===== src/hdl/rmq_pkg.sv =====
`default_nettype none
// ----------------------------------------------------------------------------
// rmq_pkg
// Shared types for the rotation matrix to quaternion pipeline.
// ----------------------------------------------------------------------------
package rmq_pkg;

	// Where the directly rooted component lands
	typedef enum logic [1:0] {
		SEL_X = 2'd0,
		SEL_Y = 2'd1,
		SEL_Z = 2'd2,
		SEL_W = 2'd3
	} sel_t;

	// Per-word side information carried down the cell chain
	typedef struct packed {
		sel_t       sel;
		logic       invalid;
		logic [2:0] neg;
	} meta_t;

endpackage
`default_nettype wire


===== src/hdl/rmq_sqrt_cell.sv =====
`default_nettype none
// ----------------------------------------------------------------------------
// rmq_sqrt_cell
// One restoring square root step: consumes two radicand bits, yields one
// root bit, and hands the partial state to the next cell.
// ----------------------------------------------------------------------------
module rmq_sqrt_cell
	import rmq_pkg::*;
#(
	parameter int W = 16
) (
	input  logic           clk,
	input  logic           en,
	input  logic [2*W-1:0] v_i,
	input  logic [W+1:0]   rem_i,
	input  logic [W-1:0]   root_i,
	output logic [2*W-1:0] v_q,
	output logic [W+1:0]   rem_q,
	output logic [W-1:0]   root_q
);

	logic [W+3:0] t;
	logic [W+3:0] trial;
	logic         ge;
	logic [W+3:0] diff;

	// trial subtract of (4*root + 1)
	assign t     = {rem_i, v_i[2*W-1 -: 2]};
	assign trial = {2'b00, root_i, 2'b01};
	assign ge    = (t >= trial);
	assign diff  = ge ? (t - trial) : t;

	always_ff @(posedge clk) begin
		if (en) begin
			v_q    <= {v_i[2*W-3:0], 2'b00};
			rem_q  <= diff[W+1:0];
			root_q <= {root_i[W-2:0], ge};
		end
	end

endmodule
`default_nettype wire


===== config.mk =====
export PLATFORM = sky130hd
export DESIGN_NAME = rmq_sqrt_cell
export DESIGN_NICKNAME = d
export VERILOG_FILES = /design/src/hdl/rmq_pkg.sv /design/src/hdl/rmq_sqrt_cell.sv
export SDC_FILE = /design/constraint.sdc
export NUM_CORES = 1
export LEC_CHECK = 0
export BUFFER_PORTS_ARGS = -buffer_cell sky130_fd_sc_hd__buf_2
export CAP_MARGIN = 20
export CORE_MARGIN = 1.5
export CORE_UTILIZATION = 48
export CTS_CLUSTER_DIAMETER = 40
export DETAILED_ROUTE_END_ITERATION = 8
export PLACE_DENSITY = 0.84
export SLEW_MARGIN = 15
export SYNTH_ARGS = -nofsm -noshare
export SYNTH_HDL_FRONTEND = slang
export SYNTH_SLANG_ARGS = --single-unit

===== constraint.sdc =====
create_clock -name clk -period 3.3 [get_ports clk]
set_clock_uncertainty 0.2 [all_clocks]
set_input_delay 0.165 -clock clk [delete_from_list [all_inputs] [get_ports clk]]
set_output_delay 0.165 -clock clk [all_outputs]
set_load 0.03 [all_outputs]

==> metrics.yaml, run 1 <==
yosysTopAreaCellShare_pct: 61.2
cts_resized: 0
routed_wl_mm: 10.3
use_met2_pct: 51.8
min_period_ns: 3.10
cts.sinks: 64
yosys_warnings: 0
setup_violations: 0
io_pins: 134
grt.met3_usage_pct: 8.90
drive_gt1_share_pct: 38.5
gp_congestion: 0.839
status: "finished, final reports clean"
grt_max_degree: 65
postRouteAntennaNets: 0
multiInputGateArea_um2: 1100
firstDrtPassIters: 6
drt_iter0_drc: 389
path_cells: "dlygate4sd3_1 > buf_2 > inv_1 > ha_1 > nand2_1 > nor2_1 > nand3_1 > nor2_1 > o21ai_2 > o211ai_4 > mux2_2"
cts_buffers: 9
fillers: 397
coreArea_um2: 6350
chipWidth_um: 83.9
hpwl_mm: 5.09
die_y_um: 83.9
drv_cap: 0
ys_top_cells_by_area: "edfxtp_1, ha_1, mux2_2"
viasPerCell: 5.60
synth_cells: 230
rows: 29
final_cell_mix: "buf_2, edfxtp_1, dlygate4sd3_1"
worstSetupPathType: "primary input to register"
synth.distinct_cells: 43
p_leak_nw: 2.05
grt_antenna_before_repair: 0
syn_avg_cell_area_um2: 13.6
clk_pin_slew_worst_paths_ns: 0.07
maxSlewHeadroom_pct: 45.2
diodes: 0
hold_viol_final: 0
grt_pass1_vias: 2897
setup_ws_ns: 0.203
stdcell_count: 511
ys_seq_elements: 64
crit_buf_inv: 3
syn2layout_area_growth_pct: 47.6
grt_usage_pct: 30.2
finalCritPeriodShare_pct: 93.9
synth-edff-count: 64
busiest_layer: "met2"
async_flop_share_pct: 0
h-tree-depth: 3
crit_start: "root_i[6]"
synth_seq_area_share_pct: 61.2
maxSlewViolCount: 0
fin_tns_setup_ns: 0
overflow: 0
yosysTopAreaCell: "edfxtp_1"
syn_area_um2: 3140
timing.fmax_mhz: 323
fin_util_pct: 73.0
end_kind: "register"
worst_path_largest_cell_delay_ns: 0.54
placedCellCount: 435
routedWlPerCell_um: 20.1
ff_latch_area_um2: 1920
cp_top_family: "simple AND/OR/NAND/NOR gates"
initial_utilization_pct: 49.4
slowest_stage: "dlygate4sd3_1"
dieArea_um2: 7030
cts-root-buf: "clkbuf_8"
p_per_area_nw_per_um2: 490
ys.flop_type: "edfxtp_1"
clock_path_buffers: 2
rsz0062_at_grt: "false"
arrival_ns: 2.98
fin_nets: 515
path_max_fanout: 19
critPathLaunchType: "primary input"
place_ws_ns: 0.597
final_common_cell: "buf_2"
drc_errors: 0
peakVddDrop_mv: 0.347
use_met1_pct: 35.5
worstHoldStart: "rem_i[13]"
cts_tree: "built"
cpMostUsedCell: "nor2_1"
vias: 2864
cp.required_ns: 3.19
hold_class: "primary input to register"
portBuffers: 131
grt_pass1_wl_mm: 16.2
worstMarginPinSlew_ns: 0.821
flip-flops by register name, indices dropped and copies added, names as in the netlist:
| name | cells |
|---|---|
| v_q | 30 |
| rem_q | 18 |
| root_q | 16 |
power by group:
group | internal [mW] | switching (mW) | total, mW
logic | 0.245 | 0.405 | 0.650
clock network | 0.269 | 0.327 | 0.595
registers | 0.997 | 0.0296 | 1.03
total | 1.51 | 0.761 | 2.27
metal layers:
| layer | share of wire [%] | routed length (um) | vias up |
|---|---|---|---|
| li1 | - | - | 1252 |
| met1 | 38 | 3870 | 1346 |
| met2 | 50 | 5100 | 230 |
| met3 | 9.5 | 973 | 36 |
| met4 | 3.4 | 345 | 0 |
| met5 | 0 | 0 | - |
what timing repair did:
action,in CTS,in global routing
buffers inserted,0,0
endpoints found under the setup margin,0,0
hold buffers,60,0
hold endpoints to repair,60,0
cells by family (layout without fill, tap and decap cells):
logic type      Yosys count  in the layout  share of synthesized area (%)
other cells               1              2                          0.120
buf+inv                  26            229                           3.67
flops                    64             64                           61.2
compound gates           43             43                           10.4
fa+ha+maj                18             18                           7.18
xor+xnor                 14             14                           3.91
simple gates             46             46                           7.14
mux                      18             18                           6.34
stage by stage:
| step | hold WS, ns | cell area [um^2] | power (mW) |
|---|---|---|---|
| floorplan | 0.0639 | 3140 | 1.42 |
| global placement | 0.142 | 3870 | 1.57 |
| detailed placement | 0.143 | 3870 | 1.59 |
| CTS | 0.00860 | 4630 | 2.21 |
| global route | 0.0164 | 4630 | 2.35 |
| finish | 0.000596 | 4630 | 2.27 |
synthesized netlist by cell type, types with 2 or more instances:
master    instances
nor2_1           11
o21a_1            6
xnor2_1          10
nand4_1           2
buf_4             2
a21oi_1          15
a21o_1            2
nand2b_1          3
edfxtp_1         64
mux2i_1           3
nor3_1            6
o21ai_0           2
inv_1            20
a211oi_1          3
nand2_1          12
mux2_1            2
ha_1             18
buf_2             2
o21ai_2           2
nand3_1           5
a31oi_1           3
xor2_1            4
mux2_2           13
worst paths after layout:
kind               endpoint  slack (ns)  cells past startpoint
setup / recovery  rem_q[10]        0.20                     11
hold / removal    rem_q[15]      0.0006                      3
layout make-up:
cell class	instances	share of cell area, %
Timing Repair Buffer	193	27.4
Clock inverter	6	0.783
Sequential cell	64	41.5
Multi-Input combinational cell	141	23.8
Inverter	20	1.62
Tap cell	77	2.08
Clock buffer	10	2.75
Power figures use the tool's default switching activity.
==> inputs of run 2 (changes only) <==
Settings changed: REMOVE_ABC_BUFFERS set to 1.
==> metrics.yaml, run 2 (synthesis results as in run 1) <==
hold-worst-slack_ns: 0.0317  # +0.0311 ns
grt_pass1_vias: 2807  # -3.1%
p_per_area_nw_per_um2: 501  # +2.2%
hold_viol_final: 0  # unchanged
routedWlPerCell_um: 19.5  # -3.0%
crit_start: "root_i[7]"
hpwl_mm: 5.24  # +2.9%
dieArea_um2: 7030  # unchanged
syn2layout_area_growth_pct: 49.0
grt_usage_pct: 28.8  # -1.4 points
cts_hold_buf: 61  # +1.7%
grt_pass1_wl_mm: 15.3  # -5.5%
chipWidth_um: 83.9  # unchanged
viasPerCell: 5.60  # -0.11%
initial_utilization_pct: 49.4  # unchanged
fin_nets: 517  # +0.39%
cp.required_ns: 3.21  # +0.02 ns
portBuffers: 131  # unchanged
cts_tree: "built"
maxSlewHeadroom_pct: 34.8  # -10 points
drive_gt1_share_pct: 38.3  # -0.18 points
ff_latch_area_um2: 1920  # unchanged
status: "finished, final reports clean"
fillers: 384  # -3.3%
cp_top_family: "compound AO/OA/AOI/OAI gates"
maxSlewViolCount: 0  # unchanged
cts_resized: 0  # unchanged
fin_tns_setup_ns: 0  # unchanged
postRouteAntennaNets: 0  # unchanged
overflow: 0  # unchanged
arrival_ns: 3.06  # +0.08 ns
rows: 29  # unchanged
io_pins: 134  # unchanged
drv_cap: 0  # unchanged
clock_path_buffers: 2  # unchanged
cts.sinks: 64  # unchanged
worstMarginPinSlew_ns: 0.978  # +0.157 ns
path_depth: 9  # -2
gp_congestion: 0.841  # +0.27%
drc_errors: 0  # unchanged
critPathLaunchType: "primary input"
crit_buf_inv: 3  # unchanged
multiInputGateArea_um2: 1100  # unchanged
timing.fmax_mhz: 317  # -1.7%
firstDrtPassIters: 6  # unchanged
path_max_fanout: 19  # unchanged
rsz0062_at_grt: "false"
reg_top3: "v_q x30, rem_q x18, root_q x16"
drt_iter0_drc: 373  # -4.1%
coreArea_um2: 6350  # unchanged
clk_pin_slew_worst_paths_ns: 0.08  # about the same
p_leak_nw: 2.06  # +0.82%
post_cts_buffers: 0  # unchanged
slowest_stage: "o211ai_4"
finalCritPeriodShare_pct: 95.5  # +1.6 points
end_kind: "register"
largest_register_ff_count: 30  # unchanged
h-tree-depth: 3  # unchanged
final_cell_mix: "buf_2, edfxtp_1, dlygate4sd3_1"
path_cells: "dlygate4sd3_1 > buf_2 > inv_1 > ha_1 > a21oi_1 > o21ai_1 > a31oi_1 > o211ai_4 > mux2_2"
vias: 2872  # +0.28%
peakVddDrop_mv: 0.385  # +11%
worst_path_largest_cell_delay_ns: 0.67  # +0.13 ns
hold_class: "primary input to register"
die_y_um: 83.9  # unchanged
min_period_ns: 3.15  # +0.0542 ns
routed_wl_mm: 10.0  # -2.6%
diodes: 0  # unchanged
power.total_mw: 2.34  # +3.1%
cts-root-buf: "clkbuf_8"
cts_buffers: 9  # unchanged
final_common_cell: "buf_2"
setup_violations: 0  # unchanged
regMostFlops: "v_q"
grt_antenna_before_repair: 0  # unchanged
grt_max_degree: 43  # -34%
worstSetupPathType: "primary input to register"
endpoint: "rem_q[8]"
==> run 2: routing by layer <==
metal | GRT usage [%] | part of all wire (%)
met5 | 0 | 0
met3 | 7.81 | 9.7
met1 | 34.3 | 37
met4 | 11.6 | 3.5
met2 | 49.3 | 50
==> run 2: tightest hold or removal path: cells and delay by family <==
family,cells,cell delay (ns)
buffers and inverters,2,0.17
muxes,1,0.12
==> run 2: how the worst min path moves through the flow <==
stage | from | end | slack [ns] | cells past startpoint
after floorplan | root_i[9] | root_q[10] | 0.06 | 0
final | v_i[31] | rem_q[1] | 0.03 | 3
after detailed placement | v_i[22] | v_q[24] | 0.14 | 1
after CTS | v_i[31] | rem_q[1] | 0.02 | 3
after global placement | v_i[22] | v_q[24] | 0.14 | 1
after global routing | v_i[30] | rem_q[0] | 0.06 | 3
==> run 2: area by class of cell <==
type | instances | share of cell area (%)
tap | 77 | 2.06
clock buffer | 10 | 2.73
inverter | 20 | 1.61
clock inverter | 6 | 1.28
timing repair buffer | 195 | 27.6
sequential | 64 | 41.1
multi-input combinational | 141 | 23.6
==> run 2: through the flow <==
| stage | setup slack [ns] | area, um^2 | utilization (%) | cells |
|---|---|---|---|---|
| 2_1_floorplan | 1.01 | 3100 | - | 225 |
| 3_3_place_gp | 0.650 | 3880 | 61.0 | 436 |
| 3_5_place_dp | 0.579 | 3880 | 61.0 | 436 |
| 4_1_cts | 0.367 | 4670 | 73.6 | 513 |
| 5_1_grt | 0.113 | 4670 | 73.6 | 513 |
| 6_report | 0.149 | 4670 | 73.6 | 513 |
==> run 2: where the power goes <==
group	internal (mW)	switching (mW)	total, mW
registers	0.997	0.0257	1.02
logic	0.247	0.405	0.652
clock network	0.345	0.324	0.669
