<file path="src/hdl/rmq_pkg.sv">
`default_nettype none
// ----------------------------------------------------------------------------
// rmq_pkg
// Shared types for the rotation matrix to quaternion pipeline.
// ----------------------------------------------------------------------------
package rmq_pkg;

	// Where the directly rooted component lands
	typedef enum logic [1:0] {
		SEL_X = 2'd0,
		SEL_Y = 2'd1,
		SEL_Z = 2'd2,
		SEL_W = 2'd3
	} sel_t;

	// Per-word side information carried down the cell chain
	typedef struct packed {
		sel_t       sel;
		logic       invalid;
		logic [2:0] neg;
	} meta_t;

endpackage
`default_nettype wire

</file>
<file path="src/hdl/rmq_div_cell.sv">
`default_nettype none
// ----------------------------------------------------------------------------
// rmq_div_cell
// One restoring division step: shifts in one dividend bit, yields one
// quotient bit into the low end of the shared dividend/quotient word.
// ----------------------------------------------------------------------------
module rmq_div_cell
	import rmq_pkg::*;
#(
	parameter int W = 16
) (
	input  logic           clk,
	input  logic           en,
	input  logic [W:0]     div_i,
	input  logic [W:0]     rem_i,
	input  logic [2*W-1:0] dq_i,
	output logic [W:0]     rem_q,
	output logic [2*W-1:0] dq_q
);

	logic [W+1:0] t;
	logic         ge;
	logic [W+1:0] diff;

	assign t    = {rem_i, dq_i[2*W-1]};
	assign ge   = (t >= {1'b0, div_i});
	assign diff = ge ? (t - {1'b0, div_i}) : t;

	always_ff @(posedge clk) begin
		if (en) begin
			rem_q <= diff[W:0];
			dq_q  <= {dq_i[2*W-2:0], ge};
		end
	end

endmodule
`default_nettype wire

</file>
<file path="config.mk">
export PLATFORM = sky130hd
export DESIGN_NAME = rmq_div_cell
export DESIGN_NICKNAME = d
export VERILOG_FILES = /design/src/hdl/rmq_pkg.sv /design/src/hdl/rmq_div_cell.sv
export SDC_FILE = /design/constraint.sdc
export NUM_CORES = 1
export LEC_CHECK = 0
export BUFFER_PORTS_ARGS = -buffer_cell sky130_fd_sc_hd__buf_4
export CAP_MARGIN = 20
export CELL_PAD_IN_SITES_DETAIL_PLACEMENT = 1
export CELL_PAD_IN_SITES_GLOBAL_PLACEMENT = 1
export CORE_MARGIN = 8
export CORE_UTILIZATION = 39
export DETAILED_ROUTE_END_ITERATION = 7
export GPL_TIMING_DRIVEN = 0
export PLACE_DENSITY_LB_ADDON = 0.1
export SKIP_LAST_GASP = 1
export SLEW_MARGIN = 10
export SYNTH_ARGS = -nofsm -noshare
export SYNTH_HDL_FRONTEND = slang
export SYNTH_SLANG_ARGS = --single-unit
export TNS_END_PERCENT = 50
</file>
<file path="constraint.sdc">
create_clock -name clk -period 3.7 [get_ports clk]
set_input_delay 0.185 -clock clk [delete_from_list [all_inputs] [get_ports clk]]
set_output_delay 0.185 -clock clk [all_outputs]
set_load 0.05 [all_outputs]
</file>
==> impl_metrics.csv, run 1 <==
group,metric,value,unit
sta,relSlewSlack,56.73,%
clocking,post_cts_buffers,0,
sta,min_period,2.394,ns
critical_path,required,3.76,ns
critical_path,crit_path_cell_trace,"buf_4 > inv_1 > ha_1 > inv_1 > fa_1 > a21oi_1 > or3_4 > a21oi_4 > o21bai_4 > and2_4 > buf_12 > inv_12 > mux2_4",
placement,io_buffers,116,
worst_hold_path,hold_end,"dq_q[23]$_DFFE_PP_",
route,dr_total_vias,2089,
synth,synth_nets,287,
route,routed_wl,7140,um
worst_hold_path,hold_class,"in -> reg",
grt,busiest_layer,"met2",
grt,met3_usage,3.101,%
worst_hold_path,hold_depth,1,
power,power.density,436.1,nW/um2
clocking,htree_levels,2,
route,vias_per_cell,5.158,
critical_path,cp-end-kind,"flip-flop",
cells_and_area,diodes,0,
clocking,cts_sinks,49,
placement,place_hpwl,5722,um
synth,synth_fa_ha_area_share,8.769,%
route,first_pass_iters,4,
critical_path,cp_top_family,"compound AO/OA/AOI/OAI gates",
route,drt_iter0_markers,55,
cells_and_area,drive_gt1_share,45.23,%
cells_and_area,syn_to_final_growth,40.17,%
critical_path,cp-startpoint,"dq_i[31]",
sta,tightest_slew,0.6490,ns
synth,synthCells,201,
placement,gp_congestion,0.8366,
flow_run,cap_viol_max_count,0,
grt,gr-total-overflow,0,
critical_path,critPathSlowestCell,"fa_1",
floorplanning,fp.dieW,98.49,um
sta,grt_setup_unrepaired,"false",
sta,max_freq,417.8,MHz
grt,grt_max_degree,50,
floorplanning,placementRows,30,
floorplanning,die-height,98.49,um
synth,ys.warnings.count,0,
synth,synth_area,2654,um2
clocking,clk_pin_slew,0.10,ns
synth,synth_top_family_by_area,"compound AO/OA/AOI/OAI gates",
critical_path,critical_path_class,"in -> reg",
floorplanning,start_util,39.72,%
sta,drv_slew,0,
grt,antenna_found_initial,0,
cells_and_area,final_common_cell,"buf_4",
clocking,ctsResizeCount,0,
synth,synth_seq_area_share,55.45,%
clocking,ctsRootBufferMaster,"clkbuf_8",
synth,postSynthAreaPerCell,13.20,um2
floorplanning,ios,117,
floorplanning,core_area,6681,um2
grt,use_met1,17.18,%
route,drc,0,
power,ir_drop,196.1,uV
synth,synth_compound_area_share,13.30,%
synth,synthMuxAreaShare,6.035,%
grt,met2_usage,25.64,%
sta,setup_viol,0,
critical_path,critical-path-max-stage-delay,0.40,ns
route,wire_per_inst,17.63,um
synth,synth_cell_type_count,45,
route,drtAntennaViolNets,0,
cells_and_area,fin_area,3720,um2
clocking,clockBufferDepth,2,
placement,place_area,3625,um2
cells_and_area,nNetsFinal,410,
critical_path,worstPathMaxFanout,10,
synth,synth_xor_area_share,3.630,%
sta,finalHoldViolCount,0,
synth,synth_simple_gate_area_share,8.345,%
grt,grtUsageTotal,14.60,%
critical_path,cp-start-kind,"primary input",
sta,timing.final.crit_share,64.69,%
cells_and_area,fillers,721,
run_status,status,"complete, no violations",
critical_path,crit_buf_inv,5,
power,p_leak,0.001665,uW
clocking,hold_buffers,0,
critical_path,crit_top_cell,"inv_1",
synth,synth-seq-cells,49,
worst_hold_path,hold_start,"dq_i[22]",
floorplanning,die_area,9700,um2
critical_path,cp_data_arrival_time,2.45,ns
clocking,cts_tree,"done",
cells_and_area,layout_common_cells,"buf_4 (116), edfxtp_1 (49), inv_1 (22)",
clocking,numCtsBuffers,5,
grt,grt_pass1_vias,2221,
grt,grt_pass1_wl,11350,um
sta,fin_tns_setup,0,ns
[flip-flops by register name (all words and copies together) (netlist names)]
register	cells
rem_q	17
dq_q	32
[worst max path at each step]
stage	end	cells past startpoint
after floorplan	rem_q[10]$_DFFE_PP_	12
after global placement	rem_q[10]$_DFFE_PP_	13
after detailed placement	rem_q[3]$_DFFE_PP_	13
after CTS	rem_q[5]$_DFFE_PP_	13
after global routing	rem_q[6]$_DFFE_PP_	13
final	rem_q[6]$_DFFE_PP_	13
[per-stage QoR]
step,worst slack (ns),cells,hold slack (ns),utilization [%],power [uW]
6_report,1.306,405,0.04559,55.67,1622
5_1_grt,1.163,405,0.03204,55.67,1696
2_1_floorplan,1.415,201,0.2839,-,1103
3_3_place_gp,1.030,397,0.3631,54.25,1291
3_5_place_dp,0.9885,397,0.3647,54.25,1304
4_1_cts,1.292,405,0.03629,55.67,1644
[cell type report]
class / count / area, um2 / share of cell area [%]
well taps: 80 / 100.1 / 2.691
flip-flops and latches: 49 / 1471 / 39.56
clock buffers: 5 / 68.82 / 1.850
multi-input cells: 128 / 1064 / 28.59
repair buffers: 116 / 870.8 / 23.41
plain buffers: 1 / 20.02 / 0.5382
clock inverters: 3 / 26.28 / 0.7064
inverters: 23 / 98.84 / 2.657
[cells by family (layout without fill, tap and decap cells)]
group / count (synthesis) / count (layout)
AOI/OAI and AO/OA: 47 / 47
muxes: 11 / 11
adders and majority gates: 18 / 18
DFF: 49 / 49
and+or+nand+nor: 41 / 41
xor gates and xnor gates: 11 / 11
buffers and inverters: 24 / 148
[routing by layer]
metal  share of wire (%)  wire (um)  vias up
met4                 1.5        104        0
met2                  51       3624       74
li1                    -          -      990
met5                   0          0        -
met3                 5.1        361        8
met1                  43       3049     1017
[where the power goes]
group	internal [uW]	switching (uW)	total, uW
logic	224	363	587
registers	682	15.5	698
clock network	138	199	337
total	1040	578	1620
[synth_stat cells, drive strengths merged]
master | number | share of area, %
ha | 17 | 8.0
a211o | 1 | 0.33
o21bai | 3 | 1.3
and2 | 4 | 1.0
a31o | 1 | 0.33
nand4b | 1 | 0.33
nand4 | 1 | 0.24
nor4 | 1 | 0.24
or3 | 1 | 0.42
inv | 23 | 3.7
o221a | 1 | 0.42
nor2 | 6 | 0.85
xor2 | 3 | 0.99
a21oi | 15 | 3.4
o21ai | 7 | 1.3
a21boi | 3 | 0.85
o21a | 2 | 0.57
a211oi | 1 | 0.28
a21o | 3 | 0.85
o31ai | 4 | 1.7
a32o | 1 | 0.38
and3 | 1 | 0.24
nor2b | 1 | 0.24
mux2i | 1 | 0.38
o211ai | 1 | 0.28
nand3 | 8 | 1.7
nand2 | 9 | 1.3
edfxtp | 49 | 55
fa | 1 | 0.75
nand2b | 3 | 0.71
xnor2 | 8 | 2.6
mux2 | 10 | 5.7
buf | 1 | 0.75
and4 | 1 | 0.33
nor3 | 4 | 0.75
a311oi | 1 | 0.33
o2bb2ai | 2 | 0.66
o221ai | 1 | 0.33
No activity file was read; power rests on OpenSTA's default activity.
==> run 2, diff against run 1 <==
--- a/config.mk
+++ b/config.mk
@@ -5,12 +5,13 @@
 export SDC_FILE = /design/constraint.sdc
 export NUM_CORES = 1
 export LEC_CHECK = 0
+export ABC_AREA = 1
 export BUFFER_PORTS_ARGS = -buffer_cell sky130_fd_sc_hd__buf_4
 export CAP_MARGIN = 20
 export CELL_PAD_IN_SITES_DETAIL_PLACEMENT = 1
 export CELL_PAD_IN_SITES_GLOBAL_PLACEMENT = 1
 export CORE_MARGIN = 8
-export CORE_UTILIZATION = 39
+export CORE_UTILIZATION = 36
 export DETAILED_ROUTE_END_ITERATION = 7
 export GPL_TIMING_DRIVEN = 0
 export PLACE_DENSITY_LB_ADDON = 0.1
==> constraint.sdc (replaced) <==
create_clock -name clk -period 2.24 [get_ports clk]
set_input_delay 0.112 -clock clk [delete_from_list [all_inputs] [get_ports clk]]
set_output_delay 0.112 -clock clk [all_outputs]
set_load 0.05 [all_outputs]
==> run 2 against run 1 <==
  * Synthesized cell count rose by 74%
  * Cell count rose by 51%
  * Clock power rose by 98%
  * Area after synthesis rose by 17%
  * Combinational power rose by 91%
  * First-iteration DRC count rose by 25%
  * Sequential share of layout area fell by 7.0 points
  * Design area rose by 22%
  * Power rose by 82%
  * Worst hold slack improved by 0.057 ns
  * Flip-flop and latch count did not move
==> impl_metrics.csv, run 2 <==
group,metric,value,unit
placement,io_buffers,116,
floorplanning,start_util,36.22,%
route,drc,0,
synth,synth_area,3097,um2
cells_and_area,layout_common_cells,"buf_4 (117), nand2_1 (107), inv_1 (64)",
sta,max_freq,557.8,MHz
route,drt_iter0_markers,69,
worst_hold_path,hold_start,"rem_i[13]",
floorplanning,fp.dieW,108.7,um
synth,synth_cell_type_count,26,
cells_and_area,final_common_cell,"buf_4",
worst_hold_path,hold_depth,3,
grt,antenna_found_initial,0,
cells_and_area,diodes,0,
placement,place_inst,574,
synth,ys.warnings.count,0,
sta,relSlewSlack,55.73,%
floorplanning,die-height,108.7,um
grt,grt_pass1_vias,3183,
flow_run,cap_viol_max_count,0,
route,routed_wl,10060,um
sta,fin_tns_setup,0,ns
placement,pre_cts_ws,0.08431,ns
synth,async_flop_share,0,%
route,dr_wl_met2,4920,um
route,first_pass_iters,4,
synth,synth_seq_area_share,47.52,%
clocking,ctsResizeCount,0,
route,dr_total_vias,2848,
sta,worst_slack,0.4473,ns
run_status,status,"complete, no violations",
synth,yosys.area.top_type_share,47.52,%
grt,grtUsageTotal,17.41,%
floorplanning,die_area,11830,um2
critical_path,cp-end-kind,"flip-flop",
route,vias_per_cell,4.646,
cells_and_area,fin_cells,613,
clocking,numCtsBuffers,5,
clocking,htree_levels,2,
synth,synth_area_leaders,"edfxtp_1 (48%), nand2_1 (13%), inv_1 (7.8%)",
placement,place_hpwl,7557,um
synth,synth_edf_count,49,
synth,synthTopCellsByCount,"nand2_1 (107), inv_1 (64), edfxtp_1 (49), nand3_1 (29)",
sta,min_period,1.793,ns
sta,setup_viol,0,
critical_path,required,2.31,ns
sta,grt_setup_unrepaired,"false",
clocking,cts_sinks,49,
sta,timing.final.crit_share,80.03,%
worst_hold_path,hold_end,"rem_q[14]$_DFFE_PP_",
clocking,ctsRootBufferMaster,"clkbuf_8",
synth,yosysMostFrequentCell,"nand2_1",
power,p_clk_share,22.7,%
cells_and_area,syn_to_final_growth,46.06,%
floorplanning,core_area,8551,um2
grt,grt_pass1_wl,16010,um
clocking,clockBufferDepth,2,
sta,finalHoldViolCount,0,
critical_path,worstPathMaxFanout,10,
power,swShare,37.27,%
clocking,post_cts_buffers,0,
critical_path,cp_data_arrival_time,1.86,ns
synth,yosys.area.top_type,"edfxtp_1",
route,top_layer,"met4",
power,finalPower,2946,uW
power,p_leak,0.002325,uW
cells_and_area,largest_register_ffs,32,
synth,synth_nets,436,
cells_and_area,drive_gt1_share,34.46,%
power,power.density,651.2,nW/um2
clocking,cts_tree,"done",
grt,grt_max_degree,50,
route,met3_length,639,um
power,ir_drop,274.4,uV
worst_hold_path,hold_class,"in -> reg",
synth,postSynthAreaPerCell,8.848,um2
synth,synth-seq-cells,49,
power,p_int,1848,uW
floorplanning,placementRows,34,
floorplanning,ios,117,
clocking,clk_pin_slew,0.10,ns
cells_and_area,top_regs,"dq_q x32, rem_q x17",
critical_path,critical_path_class,"in -> reg",
power,switchingPower,1098,uW
power,sequentialPowerShare,39.2,%
cells_and_area,nNetsFinal,590,
route,drtAntennaViolNets,0,
clocking,hold_buffers,31,
sta,drv_slew,0,
placement,gp_congestion,0.8486,
grt,gr-total-overflow,0,
synth,synthFlopType,"edfxtp_1",
sta,tightest_slew,0.6641,ns
synth,synthCells,350,
cells_and_area,max_flop_register,"dq_q",
route,met1_length,4325,um
route,wire_per_inst,16.41,um
critical_path,cp-start-kind,"primary input",
power,p_comb_share,38.1,%
==> run 2: changes by cell type after synthesis, sizes merged, moves of 7 or more <==
cell and change:
nor2 +7, inv +45, mux2 -10, nand2 +127
nand3 +25, xnor2 -8
==> run 2: cell type report <==
type | count | area, um2
Sequential cell | 49 | 1471
Inverter | 69 | 259.0
Fill cell | 1007 | 4028
Clock inverter | 3 | 41.29
Multi-Input combinational cell | 228 | 1323
Buffer | 4 | 43.79
Clock buffer | 5 | 68.82
Timing Repair Buffer | 147 | 1181
Tap cell | 108 | 135.1
==> run 2: worst max-delay path by stage <==
stage | start | slack [ns] | cells after the start | end
2_1_floorplan | div_i[13] | 0.54 | 11 | rem_q[4]$_DFFE_PP_
3_3_place_gp | div_i[13] | 0.1 | 12 | rem_q[10]$_DFFE_PP_
3_5_place_dp | div_i[13] | 0.08 | 12 | rem_q[7]$_DFFE_PP_
4_1_cts | div_i[13] | 0.41 | 12 | rem_q[10]$_DFFE_PP_
5_1_grt | dq_i[31] | 0.28 | 15 | rem_q[16]$_DFFE_PP_
6_report | div_i[11] | 0.45 | 12 | rem_q[10]$_DFFE_PP_
==> run 2: critical path: stages <==
cell     delay [ns]
buf_4          0.08
inv_1          0.03
ha_1           0.37
nand2_1        0.11
nand2_2        0.08
nand2_4        0.07
a21oi_2        0.06
nor3_4         0.42
nand2_4        0.20
buf_12         0.23
nand2_4        0.06
nand2_2        0.04
==> run 2: stage by stage <==
stage,hold WS [ns],utilization (%),area (um2)
3_3_place_gp,0.2901,47.98,4103
3_5_place_dp,0.2917,47.98,4103
5_1_grt,0.1082,52.90,4523
4_1_cts,0.1018,52.90,4523
6_report,0.1028,52.90,4523
2_1_floorplan,0.2109,-,3097
==> run 2: cells by family (layout without fill, tap and decap cells) <==
family	Yosys count	count (layout)	share of synthesized area (%)
adders and majority gates	18	18	7.515
DFF	49	49	47.52
buffers and inverters	73	228	9.777
AOI/OAI and AO/OA	12	12	2.303
and+or+nand+nor	191	191	30.91
xor gates and xnor gates	7	7	1.980
==> run 2: power by group through the flow <==
| stage | combinational [uW] | sequential, uW | clock, uW |
|---|---|---|---|
| 3_5_place_dp | 1080 | 1170 | 0 |
| 2_1_floorplan | 388 | 1510 | 0 |
| 5_1_grt | 1210 | 1160 | 712 |
| 6_report | 1120 | 1150 | 668 |
| 3_3_place_gp | 1060 | 1170 | 0 |
| 4_1_cts | 1130 | 1150 | 673 |
==> run 2: layer usage <==
metal	vias up	track usage [%]
li1	1417	-
met3	11	2.600
met4	0	5.572
met2	88	31.08
met5	-	0
met1	1332	20.99
